--- config.mk ---
export PLATFORM = sky130hd
export DESIGN_NAME = pump_protection_monitor_unit
export DESIGN_NICKNAME = d
export VERILOG_FILES = /design/src/hw/rtl/ppm_pkg.sv /design/src/hw/rtl/pump_protection_monitor_unit.sv
export SDC_FILE = /design/constraint.sdc
export NUM_CORES = 1
export LEC_CHECK = 0
export BUFFER_PORTS_ARGS = -buffer_cell sky130_fd_sc_hd__buf_2
export CORE_ASPECT_RATIO = 1.4
export CORE_UTILIZATION = 64
export DETAILED_ROUTE_END_ITERATION = 10
export PLACE_DENSITY = 0.84
export SYNTH_ARGS = -nofsm -noshare
export SYNTH_HDL_FRONTEND = slang
export SYNTH_SLANG_ARGS = --single-unit
--- constraint.sdc ---
create_clock -name i_clk -period 11.29 [get_ports i_clk]
set_input_delay 0.5645 -clock i_clk [delete_from_list [all_inputs] [get_ports i_clk]]
set_output_delay 0.5645 -clock i_clk [all_outputs]
set_load 0.02 [all_outputs]
--- src/hw/rtl/ppm_pkg.sv ---
package ppm_pkg;

    // Check periods and current-warning persistence
    localparam logic [3:0] SOIL_PERIOD   = 4'd10;
    localparam logic [4:0] TEMP_PERIOD   = 5'd20;
    localparam logic [7:0] PERSIST_COUNT = 8'd3;
    localparam logic [7:0] PERSIST_MAX   = 8'd255;

    // Field widths
    localparam int unsigned CUR_W  = 16;
    localparam int unsigned SOIL_W = 7;
    localparam int unsigned TEMP_W = 10;
    localparam int unsigned IN_W   = 40;
    localparam int unsigned OUT_W  = 24;
    localparam int unsigned CFG_AW = 4;
    localparam int unsigned CFG_DW = 16;

    // Register indexes
    localparam logic [CFG_AW-1:0] REG_SOIL_WARN = 4'd0;
    localparam logic [CFG_AW-1:0] REG_SOIL_CRIT = 4'd1;
    localparam logic [CFG_AW-1:0] REG_SOIL_REC  = 4'd2;
    localparam logic [CFG_AW-1:0] REG_CUR_WARN  = 4'd3;
    localparam logic [CFG_AW-1:0] REG_CUR_CRIT  = 4'd4;
    localparam logic [CFG_AW-1:0] REG_TEMP_WARN = 4'd5;
    localparam logic [CFG_AW-1:0] REG_TEMP_CRIT = 4'd6;
    localparam logic [CFG_AW-1:0] REG_TEMP_REC  = 4'd7;

    // Register reset values
    localparam logic [SOIL_W-1:0]        RST_SOIL_WARN = 7'd80;
    localparam logic [SOIL_W-1:0]        RST_SOIL_CRIT = 7'd90;
    localparam logic [SOIL_W-1:0]        RST_SOIL_REC  = 7'd70;
    localparam logic [CUR_W-1:0]         RST_CUR_WARN  = 16'd1500;
    localparam logic [CUR_W-1:0]         RST_CUR_CRIT  = 16'd2500;
    localparam logic signed [TEMP_W-1:0] RST_TEMP_WARN = 10'sd50;
    localparam logic signed [TEMP_W-1:0] RST_TEMP_CRIT = 10'sd60;
    localparam logic signed [TEMP_W-1:0] RST_TEMP_REC  = 10'sd45;

    // Commands
    localparam logic CMD_TICK  = 1'b0;
    localparam logic CMD_RESET = 1'b1;

    // Classification levels
    localparam logic [1:0] LVL_OK   = 2'd0;
    localparam logic [1:0] LVL_WARN = 2'd1;
    localparam logic [1:0] LVL_CRIT = 2'd2;

    // System states
    localparam logic [1:0] MODE_NORMAL = 2'd0;
    localparam logic [1:0] MODE_LOCKED = 2'd1;
    localparam logic [1:0] MODE_FAULT  = 2'd2;

    // Fault / lock bit positions
    localparam int unsigned FB_WATER = 0;
    localparam int unsigned FB_CUR   = 1;
    localparam int unsigned FB_HEAT  = 2;

    // Lamp bit positions
    localparam int unsigned LAMP_YEL = 0;
    localparam int unsigned LAMP_RED = 1;

    // Beep bit positions
    localparam int unsigned BEEP_SHUT  = 0;
    localparam int unsigned BEEP_WATER = 1;
    localparam int unsigned BEEP_SOIL  = 2;
    localparam int unsigned BEEP_CUR   = 3;
    localparam int unsigned BEEP_TEMP  = 4;

endpackage

--- src/hw/rtl/pump_protection_monitor_unit.sv ---
// Channel    Dir  Handshake                    Payload
// s_axis     in   s_axis_tvalid/s_axis_tready  tdata: pump_cur, soil_moist, temp_c
//                                              tuser: cmd
// m_axis     out  m_axis_tvalid/m_axis_tready  tdata: result fields
// cfg        in   i_cfg_we (no wait)           i_cfg_addr, i_cfg_wdata
//
// One word per cycle sustained while m_axis_tready stays high; a word passes through the
// input register and then the result register before its result is valid on m_axis.
// The check logic between the two registers is a few compares and adds.
// i_rst_n is synchronous: it clears all monitor state and loads threshold defaults.
// While the result register is held, the input register keeps one more word;
// s_axis_tready drops only when both are full.
module pump_protection_monitor_unit import ppm_pkg::*; (
    input  logic                i_clk,
    input  logic                i_rst_n,
    input  logic                s_axis_tvalid,
    output logic                s_axis_tready,
    // [15:0] pump_cur, [22:16] soil_moist, [32:23] temp_c, [39:33] zero
    input  logic [IN_W-1:0]     s_axis_tdata,
    // [0] cmd
    input  logic                s_axis_tuser,
    output logic                m_axis_tvalid,
    input  logic                m_axis_tready,
    // [1:0] system_state, [4:2] fault_bits, [5] pump_locked, [6] relay_off_pulse,
    // [7] yellow_led, [8] red_led, [13:9] beep_mask, [15:14] soil_level,
    // [17:16] current_level, [19:18] temp_level, [23:20] zero
    output logic [OUT_W-1:0]    m_axis_tdata,
    input  logic                i_cfg_we,
    input  logic [CFG_AW-1:0]   i_cfg_addr,
    input  logic [CFG_DW-1:0]   i_cfg_wdata
);

    // thresholds
    logic [SOIL_W-1:0]        r_soil_warn, r_soil_crit, r_soil_rec;
    logic [CUR_W-1:0]         r_cur_warn, r_cur_crit;
    logic signed [TEMP_W-1:0] r_temp_warn, r_temp_crit, r_temp_rec;

    // input register
    logic                     r_in_valid;
    logic                     r_in_cmd;
    logic [CUR_W-1:0]         r_in_cur;
    logic [SOIL_W-1:0]        r_in_soil;
    logic signed [TEMP_W-1:0] r_in_temp;

    // monitor state
    logic [2:0] r_fault, n_fault;
    logic [2:0] r_lock, n_lock;
    logic       r_rst_req, n_rst_req;
    logic [7:0] r_persist, n_persist;
    logic [3:0] r_soil_div, n_soil_div;
    logic [4:0] r_temp_div, n_temp_div;
    logic [1:0] r_lvl_soil, n_lvl_soil;
    logic [1:0] r_lvl_cur, n_lvl_cur;
    logic [1:0] r_lvl_temp, n_lvl_temp;
    logic [1:0] r_lamp, n_lamp;

    // result register
    logic             r_out_valid;
    logic [OUT_W-1:0] r_out_data;
    logic [OUT_W-1:0] n_out_data;

    logic             advance;
    logic [CUR_W:0]   cur_mag;
    logic             relay;
    logic [4:0]       beep;
    logic [1:0]       mode;
    logic [3:0]       soil_div_inc;
    logic [4:0]       temp_div_inc;

    assign advance       = r_in_valid && (!r_out_valid || m_axis_tready);
    assign s_axis_tready = !r_in_valid || advance;
    assign m_axis_tvalid = r_out_valid;
    assign m_axis_tdata  = r_out_data;

    assign cur_mag = r_in_cur[CUR_W-1] ? ((CUR_W+1)'(1) << CUR_W) - {1'b0, r_in_cur}
                                       : {1'b0, r_in_cur};
    assign soil_div_inc = r_soil_div + 4'd1;
    assign temp_div_inc = r_temp_div + 5'd1;

    // Checks run in order current, soil, temperature; each sees what the
    // earlier one left.
    always_comb begin
        n_fault    = r_fault;
        n_lock     = r_lock;
        n_rst_req  = r_rst_req;
        n_persist  = r_persist;
        n_soil_div = r_soil_div;
        n_temp_div = r_temp_div;
        n_lvl_soil = r_lvl_soil;
        n_lvl_cur  = r_lvl_cur;
        n_lvl_temp = r_lvl_temp;
        n_lamp     = r_lamp;
        relay      = 1'b0;
        beep       = '0;

        if (r_in_cmd == CMD_RESET) begin
            if (r_rst_req) begin
                n_rst_req        = 1'b0;
                n_persist        = '0;
                n_lock[FB_CUR]   = 1'b0;
                n_fault[FB_CUR]  = 1'b0;
                n_lamp[LAMP_RED] = 1'b0;
            end
        end else begin
            // current
            if (cur_mag > {1'b0, r_cur_crit}) begin
                n_lvl_cur = LVL_CRIT;
                if (!n_rst_req) begin
                    relay            = 1'b1;
                    n_lamp[LAMP_YEL] = 1'b0;
                    n_lamp[LAMP_RED] = 1'b1;
                    beep[BEEP_SHUT]  = 1'b1;
                    n_lock[FB_CUR]   = 1'b1;
                    n_fault[FB_CUR]  = 1'b1;
                    n_rst_req        = 1'b1;
                    n_persist        = '0;
                end
            end else if (cur_mag > {1'b0, r_cur_warn}) begin
                n_lvl_cur = LVL_WARN;
                if (n_persist != PERSIST_MAX) begin
                    n_persist = n_persist + 8'd1;
                end
                if (n_persist >= PERSIST_COUNT) begin
                    n_lamp[LAMP_YEL] = 1'b1;
                    if (r_lvl_cur != LVL_WARN) begin
                        beep[BEEP_CUR] = 1'b1;
                    end
                end
            end else begin
                n_lvl_cur = LVL_OK;
                n_persist = '0;
                if (!n_fault[FB_CUR]) begin
                    n_lock[FB_CUR]   = 1'b0;
                    n_lamp[LAMP_YEL] = 1'b0;
                end
            end

            // soil
            n_soil_div = soil_div_inc;
            if (soil_div_inc >= SOIL_PERIOD) begin
                n_soil_div = '0;
                if (r_in_soil > r_soil_crit) begin
                    n_lvl_soil = LVL_CRIT;
                    if (!n_rst_req) begin
                        relay             = 1'b1;
                        n_lock[FB_WATER]  = 1'b1;
                        n_fault[FB_WATER] = 1'b1;
                    end
                    n_lamp[LAMP_YEL] = 1'b0;
                    n_lamp[LAMP_RED] = 1'b1;
                    if (r_lvl_soil != LVL_CRIT) begin
                        beep[BEEP_WATER] = 1'b1;
                    end
                end else if (r_in_soil <= r_soil_rec && n_fault[FB_WATER]) begin
                    n_fault[FB_WATER] = 1'b0;
                    n_lock[FB_WATER]  = 1'b0;
                    n_lvl_soil        = LVL_OK;
                    n_lamp[LAMP_RED]  = 1'b0;
                end else if (r_in_soil > r_soil_warn) begin
                    n_lvl_soil       = LVL_WARN;
                    n_lamp[LAMP_YEL] = 1'b1;
                    if (r_lvl_soil != LVL_WARN) begin
                        beep[BEEP_SOIL] = 1'b1;
                    end
                end else begin
                    n_lvl_soil = LVL_OK;
                    if (!n_fault[FB_WATER]) begin
                        n_lock[FB_WATER] = 1'b0;
                        n_lamp[LAMP_YEL] = 1'b0;
                    end
                end
            end

            // temperature
            n_temp_div = temp_div_inc;
            if (temp_div_inc >= TEMP_PERIOD) begin
                n_temp_div = '0;
                if (r_in_temp > r_temp_crit) begin
                    n_lvl_temp = LVL_CRIT;
                    if (!n_rst_req) begin
                        relay            = 1'b1;
                        n_lamp[LAMP_YEL] = 1'b0;
                        n_lamp[LAMP_RED] = 1'b1;
                        beep[BEEP_SHUT]  = 1'b1;
                        n_lock[FB_HEAT]  = 1'b1;
                        n_fault[FB_HEAT] = 1'b1;
                    end
                end else if (r_in_temp <= r_temp_rec && n_fault[FB_HEAT]) begin
                    n_fault[FB_HEAT] = 1'b0;
                    n_lock[FB_HEAT]  = 1'b0;
                    n_lvl_temp       = LVL_OK;
                    n_lamp[LAMP_RED] = 1'b0;
                end else if (r_in_temp > r_temp_warn) begin
                    n_lvl_temp       = LVL_WARN;
                    n_lamp[LAMP_YEL] = 1'b1;
                    if (r_lvl_temp != LVL_WARN) begin
                        beep[BEEP_TEMP] = 1'b1;
                    end
                end else begin
                    n_lvl_temp = LVL_OK;
                    if (!n_fault[FB_HEAT]) begin
                        n_lock[FB_HEAT]  = 1'b0;
                        n_lamp[LAMP_YEL] = 1'b0;
                    end
                end
            end
        end

        if (n_fault != '0) begin
            mode = MODE_FAULT;
        end else if (n_lock != '0) begin
            mode = MODE_LOCKED;
        end else begin
            mode = MODE_NORMAL;
        end

        n_out_data = {4'b0000, n_lvl_temp, n_lvl_cur, n_lvl_soil, beep,
                      n_lamp[LAMP_RED], n_lamp[LAMP_YEL], relay,
                      (n_lock != '0), n_fault, mode};
    end

    always_ff @(posedge i_clk) begin
        if (!i_rst_n) begin
            r_soil_warn <= RST_SOIL_WARN;
            r_soil_crit <= RST_SOIL_CRIT;
            r_soil_rec  <= RST_SOIL_REC;
            r_cur_warn  <= RST_CUR_WARN;
            r_cur_crit  <= RST_CUR_CRIT;
            r_temp_warn <= RST_TEMP_WARN;
            r_temp_crit <= RST_TEMP_CRIT;
            r_temp_rec  <= RST_TEMP_REC;
        end else if (i_cfg_we) begin
            case (i_cfg_addr)
                REG_SOIL_WARN: r_soil_warn <= i_cfg_wdata[SOIL_W-1:0];
                REG_SOIL_CRIT: r_soil_crit <= i_cfg_wdata[SOIL_W-1:0];
                REG_SOIL_REC:  r_soil_rec  <= i_cfg_wdata[SOIL_W-1:0];
                REG_CUR_WARN:  r_cur_warn  <= i_cfg_wdata[CUR_W-1:0];
                REG_CUR_CRIT:  r_cur_crit  <= i_cfg_wdata[CUR_W-1:0];
                REG_TEMP_WARN: r_temp_warn <= $signed(i_cfg_wdata[TEMP_W-1:0]);
                REG_TEMP_CRIT: r_temp_crit <= $signed(i_cfg_wdata[TEMP_W-1:0]);
                REG_TEMP_REC:  r_temp_rec  <= $signed(i_cfg_wdata[TEMP_W-1:0]);
                default: ;
            endcase
        end
    end

    always_ff @(posedge i_clk) begin
        if (!i_rst_n) begin
            r_in_valid <= 1'b0;
        end else if (s_axis_tvalid && s_axis_tready) begin
            r_in_valid <= 1'b1;
        end else if (advance) begin
            r_in_valid <= 1'b0;
        end
    end

    always_ff @(posedge i_clk) begin
        if (s_axis_tvalid && s_axis_tready) begin
            r_in_cmd  <= s_axis_tuser;
            r_in_cur  <= s_axis_tdata[15:0];
            r_in_soil <= s_axis_tdata[22:16];
            r_in_temp <= $signed(s_axis_tdata[32:23]);
        end
    end

    always_ff @(posedge i_clk) begin
        if (!i_rst_n) begin
            r_fault    <= '0;
            r_lock     <= '0;
            r_rst_req  <= 1'b0;
            r_persist  <= '0;
            r_soil_div <= '0;
            r_temp_div <= '0;
            r_lvl_soil <= LVL_OK;
            r_lvl_cur  <= LVL_OK;
            r_lvl_temp <= LVL_OK;
            r_lamp     <= '0;
        end else if (advance) begin
            r_fault    <= n_fault;
            r_lock     <= n_lock;
            r_rst_req  <= n_rst_req;
            r_persist  <= n_persist;
            r_soil_div <= n_soil_div;
            r_temp_div <= n_temp_div;
            r_lvl_soil <= n_lvl_soil;
            r_lvl_cur  <= n_lvl_cur;
            r_lvl_temp <= n_lvl_temp;
            r_lamp     <= n_lamp;
        end
    end

    always_ff @(posedge i_clk) begin
        if (!i_rst_n) begin
            r_out_valid <= 1'b0;
        end else if (advance) begin
            r_out_valid <= 1'b1;
        end else if (m_axis_tready) begin
            r_out_valid <= 1'b0;
        end
    end

    always_ff @(posedge i_clk) begin
        if (advance) begin
            r_out_data <= n_out_data;
        end
    end

`ifndef SYNTHESIS
    // A latched fault always holds its pump lock.
    a_fault_locks: assert property (@(posedge i_clk) disable iff (!i_rst_n)
        (r_fault & ~r_lock) == 3'b000)
        else $error("fault latched without lock");

    // The manual-reset requirement and the overcurrent fault move together.
    a_rst_req_cur: assert property (@(posedge i_clk) disable iff (!i_rst_n)
        r_rst_req == r_fault[FB_CUR])
        else $error("reset requirement out of step with overcurrent fault");

    // A relay-off word always reports a fault state.
    a_relay_fault: assert property (@(posedge i_clk) disable iff (!i_rst_n)
        r_out_valid && r_out_data[6] |-> r_out_data[1:0] == MODE_FAULT)
        else $error("relay pulse without fault");

    // Monitor state moves only when a word passes to the result register.
    a_state_hold: assert property (@(posedge i_clk) disable iff (!i_rst_n)
        !advance |=> $stable(r_soil_div) && $stable(r_temp_div))
        else $error("dividers moved without a word");
`endif

endmodule

# Yosys cells after proc, flatten, opt, wreduce, memory -nomap -nowiden
# Cells that the tools add are included.
[word_totals] ff_bits=171 inputBits=66 out_inout_bits=26 wordCells=200
[op_classes] addsub=4 order_cmp=11 n_eq_ne=14 mux=105 n_bitwise=8 n_reduce_logical=27
[op_table] op="$mux 1" n=77
[op_table] op="$mux 8" n=9
[op_table] op="$gt 17x16->1" n=2
[op_table] op="$mux 2" n=16
[op_table] op="$gt 10x10->1" n=2
[op_table] op="$reduce_and 2->1" n=9
[op_table] op="$mux 17" n=1
[op_table] op="$sub 17x16->17 const A" n=1
[op_table] op="$eq 4x3->1 const B" n=4
[op_table] op="$gt 7x7->1" n=2
[op_table] op="$le 10x10->1" n=1
[op_table] op="$reduce_or 5->1" n=2
[op_table] op="$add 8x1->8 const B" n=1
[op_table] op="$eq 4x2->1 const B" n=2
[op_table] op="$ge 8x2->1 const B" n=1
[op_table] op="$ne 2x1->1 const B" n=4
[op_table] op="$ne 8x8->1 const B" n=1
[op_table] op="$not 1->1" n=8
[op_table] op="$le 7x7->1" n=1
[op_table] op="$reduce_bool 3->1" n=2
[op_table] op="$add 5x1->5 const B" n=1
[op_table] op="$ge 5x5->1 const B" n=1
[op_table] op="$mux 5" n=1
[op_table] op="$add 4x1->4 const B" n=1
[op_table] op="other kinds (13)" n=19

# Longest topological paths before layout
# Gate-level depths: netlist (run 1).
[logic_depth] ltp_word=21 mapped_depth=16 ltp_nobuf=15

# Worst setup path before layout (run 1)
# OpenSTA, ideal clock, no wires.
[synth_path] kind="register to register" start="reg r_in_cur[6]" end="reg r_out_data[7] (netlist: m_axis_tdata[7]) (data pin)" setup_ps=267 arrival_time_ps=3270 required_ps=11023 slack_ps=7753 path_stages_with_launch=14 path_buffers=0 period_less_slack_ps=3537 path_cell_list="edfxtp_1 -> or4_1 -> nor2_1 -> nand2_1 -> nor4b_1 -> ha_1 -> nand3_1 -> nor2_1 -> or4_1 -> a22oi_1 -> a2111oi_0 -> a211oi_1 -> o21ai_1 -> a21boi_1"
[synth_via] elab_chain_len=16 elab_cells_between_ends=20 classes_between="add/sub (1); order compare (2); mux (17)"
[synth_lines] item="start: declaration" line_no="pump_protection_monitor_unit.sv:41" rtl="logic [CUR_W-1:0] r_in_cur;"
[synth_lines] item="start signal: assignment" line_no="pump_protection_monitor_unit.sv:260" rtl="r_in_cur <= s_axis_tdata[15:0];"
[synth_lines] item="$sub 17x16->17" line_no="pump_protection_monitor_unit.sv:75" rtl="assign cur_mag = r_in_cur[CUR_W-1] ? ((CUR_W+1)'(1) << CUR_W) - {1'b0, r_in_cur}"
[synth_lines] item="$mux 17 (*)" line_no="pump_protection_monitor_unit.sv:75"
[synth_lines] item="$gt 17x16->1" line_no="pump_protection_monitor_unit.sv:118" rtl="end else if (cur_mag > {1'b0, r_cur_warn}) begin"
[synth_lines] item="$mux 1" line_no="pump_protection_monitor_unit.sv:118"
[synth_lines] item="$mux 1" line_no="pump_protection_monitor_unit.sv:106" rtl="if (cur_mag > {1'b0, r_cur_crit}) begin"
[synth_lines] item="$mux 1" line_no="pump_protection_monitor_unit.sv:167" rtl="if (!n_fault[FB_WATER]) begin"
[synth_lines] item="$mux 1" line_no="pump_protection_monitor_unit.sv:159" rtl="end else if (r_in_soil > r_soil_warn) begin"
[synth_lines] item="$mux 1" line_no="pump_protection_monitor_unit.sv:154" rtl="end else if (r_in_soil <= r_soil_rec && n_fault[FB_WATER]) begin"
[synth_lines] item="$mux 2" line_no="pump_protection_monitor_unit.sv:142" rtl="if (r_in_soil > r_soil_crit) begin"
[synth_lines] item="$mux 2" line_no="pump_protection_monitor_unit.sv:140" rtl="if (soil_div_inc >= SOIL_PERIOD) begin"
[synth_lines] item="$mux 1" line_no="pump_protection_monitor_unit.sv:201" rtl="if (!n_fault[FB_HEAT]) begin"
[synth_lines] item="$mux 1" line_no="pump_protection_monitor_unit.sv:193" rtl="end else if (r_in_temp > r_temp_warn) begin"
[synth_lines] item="$mux 1" line_no="pump_protection_monitor_unit.sv:188" rtl="end else if (r_in_temp <= r_temp_rec && n_fault[FB_HEAT]) begin"
[synth_lines] item="$mux 2" line_no="pump_protection_monitor_unit.sv:178" rtl="if (r_in_temp > r_temp_crit) begin"
[synth_lines] item="$mux 2 (*)" line_no="pump_protection_monitor_unit.sv:176" rtl="if (temp_div_inc >= TEMP_PERIOD) begin"
[synth_lines] item="$mux 1 (*)" line_no="pump_protection_monitor_unit.sv:96" rtl="if (r_in_cmd == CMD_RESET) begin"
[synth_lines] item="via n_lamp[0]" line_no="pump_protection_monitor_unit.sv:55" rtl="logic [1:0] r_lamp, n_lamp;"
[synth_lines] item="end signal: assignment" line_no="pump_protection_monitor_unit.sv:304" rtl="r_out_data <= n_out_data;"
[synth_lines] item="end: declaration" line_no="pump_protection_monitor_unit.sv:59" rtl="logic [OUT_W-1:0] r_out_data;"
# Mark *: on every way through the listed nets, which the timed path passes. The rest lies on a longest branch. The select of a mux whose other input is x is not followed.
# A chain may end at the register's enable or synchronous reset.

# Worst setup path after layout (run 1)
# Ends and elaborated chain as after synthesis.

==> run metrics, run 1 <==
number of gates on the worst path with buffers counted=13; detailed-router iteration count before antenna repair=5; clk sinks=171; R2R Path Start=r_in_cur[6]; worst r2r path cells=13; starting utilization of the core area=0.659; signed area change from the synthesized netlist to the final layout=12.2%; final weighted congestion of routability-driven global placement=0.860; proportion of synthesized chip area in sequential cells=0.429; FF+latch count, synth=171; buffers plus inverters on the worst setup path=0; fraction of final layout cells sized beyond drive strength 1=0.126; most common flop cell mapped by yosys=dfxtp_1; tightest hold margin=308 ps; IR Drop Worst-Case VDD=0.0000835 V; number of I/O pins=92; number of cells produced by synthesis=1,017; Setup TNS Final=0 ps; met1 wire length=8430 µm; path type of the worst setup path=flop to flop; DR WL/cell=17.3 µm; adder-cell share of the synthesized area=0.120; fin cells=1,273; hold-fix buffer count after cts=0; largest family of logic cells by synthesized area=compound AO/OA/AOI/OAI gates; top achievable clock speed=227 MHz; area of the core region=14,000 µm²; Buffers on Ports=80; family with the most delay on the worst path=simple AND/OR/NAND/NOR gates; minimum clock period=4410 ps; relative slew slack=0.239; H-tree Lvls=4; type of element capturing the critical path=flop; compound-gate portion of the synthesized area=0.168; count of endpoints failing hold in the final timing report=0; worst-path maximum fanout=4; Max Used Layer=met4; mux contribution to synthesized area=0.0391; Setup crit start=r_in_cur[6]; count of synthesis-stage warnings from yosys=0; half-perimeter wire length after placement=15,200 µm; commonest cells after routing, fill and taps aside=nand2_1, dfxtp_1, inv_1, ha_1, buf_2; timing endpoint of the critical path=m_axis_tdata[7]; EDFF count, synth=54; clock insertion delay at the later pin of the skew report=430 ps; Post-Synthesis Cell Area=9250 µm²; final cycle utilization of the critical path=0.390; largest net degree at the start of global routing=67; post-detailed-route DRC marker count=0; total inserted antenna cells=0; All-Layer GR Usage=0.302; required time of the critical path=11,440 ps; crit-path cells=or4_1 -> nor2_1 -> nand2_1 -> nor4b_1 -> ha_1 -> nand3_1 -> nor2_1 -> or4_1 -> a22oi_1 -> a2111oi_0 -> a211oi_1 -> o21ai_1 -> a21boi_1; biggest cell delay along the critical path=610 ps; xor/xnor share of the synthesized area=0.0152; min-delay worst type=primary input to flop; clock slew at the register clock pins of the worst setup and hold paths=70 ps; CTS buffer count=17; full die area=14,900 µm²; layout net count=1,230; endpoint of the lowest-slack register-to-register path=m_axis_tdata[7]; Worst R2R Setup Slack=6880 ps; post-CTS repair timing setup buffer count=0; Worst setup SP type=flop; Gates resized, CTS repair=0; routed vias/inst=6.08; Clock Root Buffer=clkbuf_16; DRT iter0 DRCs=500; most common cell after layout, fill and taps aside=nand2_1; pre-CTS setup slack=7000 ps; die height=144 µm; DRT antenna net count=0; number of placed cells counting well taps=1,241; Total Routed Length=22,000 µm; initial antenna violation count=0; Cell variety after synth=72; maximum clock path buffer count=2; via count=7,740; sum of met3 wire segment lengths after detailed routing=1120 µm; unrepaired setup endpoints after global routing=no; Final Slew Violations=0; global-route congestion overflow total=0; horizontal die dimension=104 µm; clock tree from TritonCTS=built; max_cap viols=0; critical-path cell with the highest stage delay=or4_1; Arr. time, crit path=4560 ps; detailed route wirelength on metal2=11,400 µm; static leakage power=4.35 nW; Hold Path Origin=s_axis_tdata[25]; outcome=completed; Placement Rows=51; transition time at the pin with the least slew margin=1140 ps; first-pass GRT wire length=35,300 µm; area share of and/or/nand/nor cells after synthesis=0.165; number of global-route vias before repair=7,498; Post-Route Skew=8.97 ps; power density of the placed cells=143 nW/µm²; asr flop ratio synth=0; Mean Syn Cell Area=9.09 µm²; worst setup slack after layout=6880 ps; number of setup violations in the final report=0
[Yosys cell counts (all sizes together) (9+ instances only)]
library cell	n	area (µm²)
nand4	14	87.6
mux2i	35	350
a31oi	10	75.1
inv	97	364
o31ai	9	67.6
o211ai	27	203
nor2	66	248
ha	89	1110
a211oi	12	90.1
nor3	16	80.1
a21oi	78	390
nand2	142	533
nand3	27	135
clkbuf	40	160
o21ai	31	155
nor2b	10	65.1
xnor2	14	123
edfxtp	54	1620
dfxtp	117	2340
[area by class of cell]
type	instances	area (µm²)
clock buffers	21	462
clock inverters	11	193
fillers	1032	3660
inverters	97	364
multi-input cells	704	4730
flip-flops and latches	171	3960
well taps	185	231
repair buffers	84	430
[per-stage QoR]
step	cell area, µm²	util	total power, mW
6_report	10400	0.739	1.49
3_3_place_gp	9720	0.692	0.840
4_1_cts	10400	0.739	1.49
2_1_floorplan	9260	-	0.797
3_5_place_dp	9720	0.692	0.847
5_1_grt	10400	0.739	1.54
[flip-flops by register name, summed over array words and instances (netlist names), 3 cells and up]
signal        flops
m_axis_tdata     20
r_cur_crit       16
r_cur_warn       16
r_in_cur         16
r_in_temp        10
r_temp_crit      10
r_temp_rec       10
r_temp_warn      10
r_persist         8
r_in_soil         7
r_soil_crit       7
r_soil_rec        7
r_soil_warn       7
r_temp_div        5
r_soil_div        4
r_fault           3
r_lock            3
[worst min path at each step]
stage | cells past startpoint | to | slack, ps
after global placement | 2 | r_lamp[1] | 440
after floorplan | 2 | r_lamp[1] | 430
after global routing | 1 | r_in_temp[2] | 300
after detailed placement | 2 | r_cur_crit[10] | 450
after CTS | 1 | r_in_temp[1] | 300
final | 1 | r_in_temp[2] | 310
[power breakdown]
| part | internal, mW | switching [mW] |
|---|---|---|
| registers | 0.656 | 0.0156 |
| logic | 0.0636 | 0.105 |
| clock network | 0.406 | 0.242 |
[metal layers]
metal  up-vias  track usage
li1       3722            -
met1      3614        0.321
met2       321        0.566
met3        83       0.0464
met4         0        0.184
met5         -            0
[kinds of logic after synthesis]
logic type,Yosys count
mux,36
other cells,1
fa+ha+maj,89
buf+inv,145
simple gates,326
xor+xnor,16
compound gates,233
flops,171
[worst reg2reg max path, delay by kind of cell (launching register included)]
| kind | cells | cell delay (ps) |
|---|---|---|
| fa+ha+maj | 1 | 350 |
| flops | 1 | 440 |
| compound gates | 5 | 1200 |
| simple gates | 7 | 2160 |
(Power assumes the default switching activity.)
==> run 2, diff against run 1 <==
--- a/config.mk
+++ b/config.mk
@@ -5,11 +5,12 @@
 export SDC_FILE = /design/constraint.sdc
 export NUM_CORES = 1
 export LEC_CHECK = 0
+export ABC_AREA = 1
 export BUFFER_PORTS_ARGS = -buffer_cell sky130_fd_sc_hd__buf_2
 export CORE_ASPECT_RATIO = 1.4
-export CORE_UTILIZATION = 64
+export CORE_UTILIZATION = 60
 export DETAILED_ROUTE_END_ITERATION = 10
-export PLACE_DENSITY = 0.84
+export PLACE_DENSITY = 0.8
 export SYNTH_ARGS = -nofsm -noshare
 export SYNTH_HDL_FRONTEND = slang
 export SYNTH_SLANG_ARGS = --single-unit
==> constraint.sdc (replaced) <==
create_clock -name i_clk -period 4.3 [get_ports i_clk]
set_input_delay 0.215 -clock i_clk [delete_from_list [all_inputs] [get_ports i_clk]]
set_output_delay 0.215 -clock i_clk [all_outputs]
set_load 0.02 [all_outputs]
==> run 2 against run 1 <==
  * The run now ends with design-rule violations left
  * First-iteration DRC count is 32% lower
  * Core utilization is 2.9 points lower
  * Clock skew is 1.6 ps higher
==> run metrics, run 2 <==
outcome=complete, but fails checks; failing checks=design-rule violations; clock tree from TritonCTS=built; relative slew slack=0.208; DRT antenna net count=0; full die area=15,700 µm²; number of I/O pins=92; signed area change from the synthesized netlist to the final layout=16.1%; worst-path maximum fanout=11; cell taking the most area after synthesis=dfxtp_1; commonest cells after routing, fill and taps aside=nand2_1, inv_1, a21oi_1, dfxtp_1, o21ai_0; most common cell after layout, fill and taps aside=nand2_1; Cell variety after synth=47; CTS buffer count=17; Post-Synthesis Cell Area=9130 µm²; starting utilization of the core area=0.612; DR WL/cell=14.3 µm; largest net degree at the start of global routing=68; first-pass GRT wire length=34,000 µm; required time of the critical path=4480 ps; min-delay worst type=primary input to flop; final non-filler cell area=10,600 µm²; area of the core region=14,900 µm²; DRT iter0 DRCs=338; half-perimeter wire length after placement=14,400 µm; number of global-route vias before repair=7,581; biggest cell delay along the critical path=400 ps; Placement Rows=53; Clock Root Buffer=clkbuf_16; sequential group share of total power=0.470; clk sinks=171; layout net count=1,380; Worst setup SP type=flop; count of synthesis-stage warnings from yosys=0; post-place instance area=9680 µm²; number of cells produced by synthesis=1,115; number of setup violations in the final report=0; IR Drop Worst-Case VDD=0.000246 V; power density of the placed cells=355 nW/µm²; static leakage power=4.90 nW; clock insertion delay at the later pin of the skew report=420 ps; All-Layer GR Usage=0.275; share of power burned in combinational logic=0.132; maximum clock path buffer count=2; fraction of final layout cells sized beyond drive strength 1=0.130; most frequently used cell type in the post-synthesis netlist=nand2_1; Mean Syn Cell Area=8.19 µm²; proportion of synthesized chip area in sequential cells=0.434; buffers plus inverters on the worst setup path=4; switching power=0.999 mW; number of placed cells counting well taps=1,364; via count=7,768; H-tree Lvls=4; Final Slew Violations=0; post-detailed-route DRC marker count=2; most common flop cell mapped by yosys=dfxtp_1; minimum clock period=3810 ps; unrepaired setup endpoints after global routing=no; CP most frequent cell=inv_1; family with the most delay on the worst path=simple AND/OR/NAND/NOR gates; type of element capturing the critical path=flop; detailed-router iteration count before antenna repair=8; total inserted antenna cells=0; cell-internal power=2.77 mW; Total Routed Length=20,500 µm; transition time at the pin with the least slew margin=1190 ps; Buffers on Ports=80; clock slew at the register clock pins of the worst setup and hold paths=70 ps; path type of the worst setup path=flop to flop; FF+latch count, synth=171; max_cap viols=0; top achievable clock speed=262 MHz; EDFF count, synth=54; count of endpoints failing hold in the final timing report=0; leading cell types by count after synthesis=nand2_1, inv_1, a21oi_1; critical-path cell with the highest stage delay=edfxtp_1; fraction of synthesized cell area taken by the top area cell type=0.257; Arr. time, crit path=3990 ps; switching share of power=0.265; Setup TNS Final=0 ps; die height=148 µm; crit-path cells=inv_1 -> ha_1 -> inv_1 -> nor3_1 -> nand2_1 -> nor3_2 -> nand3_1 -> o21ai_0 -> xnor2_1 -> ha_1 -> nand3_1 -> inv_1 -> a21oi_2 -> nand3_2 -> nand2_2 -> nand2_1 -> o21ai_1 -> o21ai_1 -> inv_1 -> nor2_1 -> nand2_1 -> nor2_2; initial antenna violation count=0; fin cells=1,430; asr flop ratio synth=0; number of flip-flops in the largest register=20; Area contributors post-synth=dfxtp_1, edfxtp_1, ha_1, nand2_1, a21oi_1; Post-Route Skew=10.6 ps; horizontal die dimension=106 µm; final cycle utilization of the critical path=0.887; final weighted congestion of routability-driven global placement=0.907; global-route congestion overflow total=0; routed vias/inst=5.43; clock share of power=0.398
run 2: tightest hold or removal path, delay by kind of cell:
kind	cells	cell delay (ps)
buf+inv	1	100
compound gates	2	120
run 2: layout make-up:
type                            instances  area, µm²
Clock buffer                           20        468
Clock inverter                         12        110
Fill cell                            1122       4320
Inverter                              177        664
Multi-Input combinational cell        739       4380
Sequential cell                       171       3960
Tap cell                              192        240
Timing Repair Buffer                  119        778
run 2: path summary, 6_finish.rpt:
path                                       from  cells after the start              end  slack [ps]
worst max-delay path                r_in_cur[0]                     22  m_axis_tdata[0]         490
worst min-delay path            i_cfg_wdata[10]                      3   r_cur_warn[10]          50
worst max register to register      r_in_cur[0]                     22  m_axis_tdata[0]         490
worst min register to register   r_cur_crit[14]                      2   r_cur_crit[14]         460
run 2: kinds of logic (layout without fill, tap and decap cells):
| logic type | count (synthesis) | in the layout | share of synthesized area |
|---|---|---|---|
| other | 1 | 4 | 0.000411 |
| XOR/XNOR | 20 | 20 | 0.0208 |
| AO/OA/AOI/OAI | 278 | 278 | 0.164 |
| AND/OR/NAND/NOR | 348 | 348 | 0.170 |
| buffers and inverters | 208 | 328 | 0.0884 |
| flip-flops | 171 | 171 | 0.434 |
| adder cells (fa/ha/maj) | 89 | 89 | 0.122 |
run 2: power by group through the flow:
stage / logic [mW] / registers [mW] / clock network, mW
5_1_grt: 0.565 / 1.78 / 1.58
6_report: 0.497 / 1.77 / 1.50
3_3_place_gp: 0.449 / 1.80 / 0
3_5_place_dp: 0.467 / 1.81 / 0
2_1_floorplan: 0.324 / 1.81 / 0
4_1_cts: 0.495 / 1.77 / 1.52
run 2: stage by stage:
step	setup WS (ps)	util	total power [mW]	hold WS, ps
global placement	543	0.649	2.25	391
global route	57.1	0.710	3.93	58.4
CTS	385	0.710	3.78	34.2
detailed placement	416	0.649	2.27	393
floorplan	1030	-	2.13	314
finish	485	0.710	3.77	47.7
run 2: routing by layer:
| layer | vias up | track usage | part of all wire | wire length (µm) |
|---|---|---|---|---|
| met4 | 0 | 0.119 | 0.036 | 747 |
| li1 | 3913 | - | - | - |
| met2 | 231 | 0.523 | 0.53 | 10800 |
| met3 | 64 | 0.0459 | 0.047 | 968 |
| met1 | 3560 | 0.292 | 0.39 | 7960 |
| met5 | - | 0 | 0 | 0 |
run 2: what timing repair did:
item	CTS	global route
hold endpoints to repair	34	0
gates resized for setup	0	1
buffers inserted	0	0
hold buffers	34	0
setup endpoints to repair	0	3
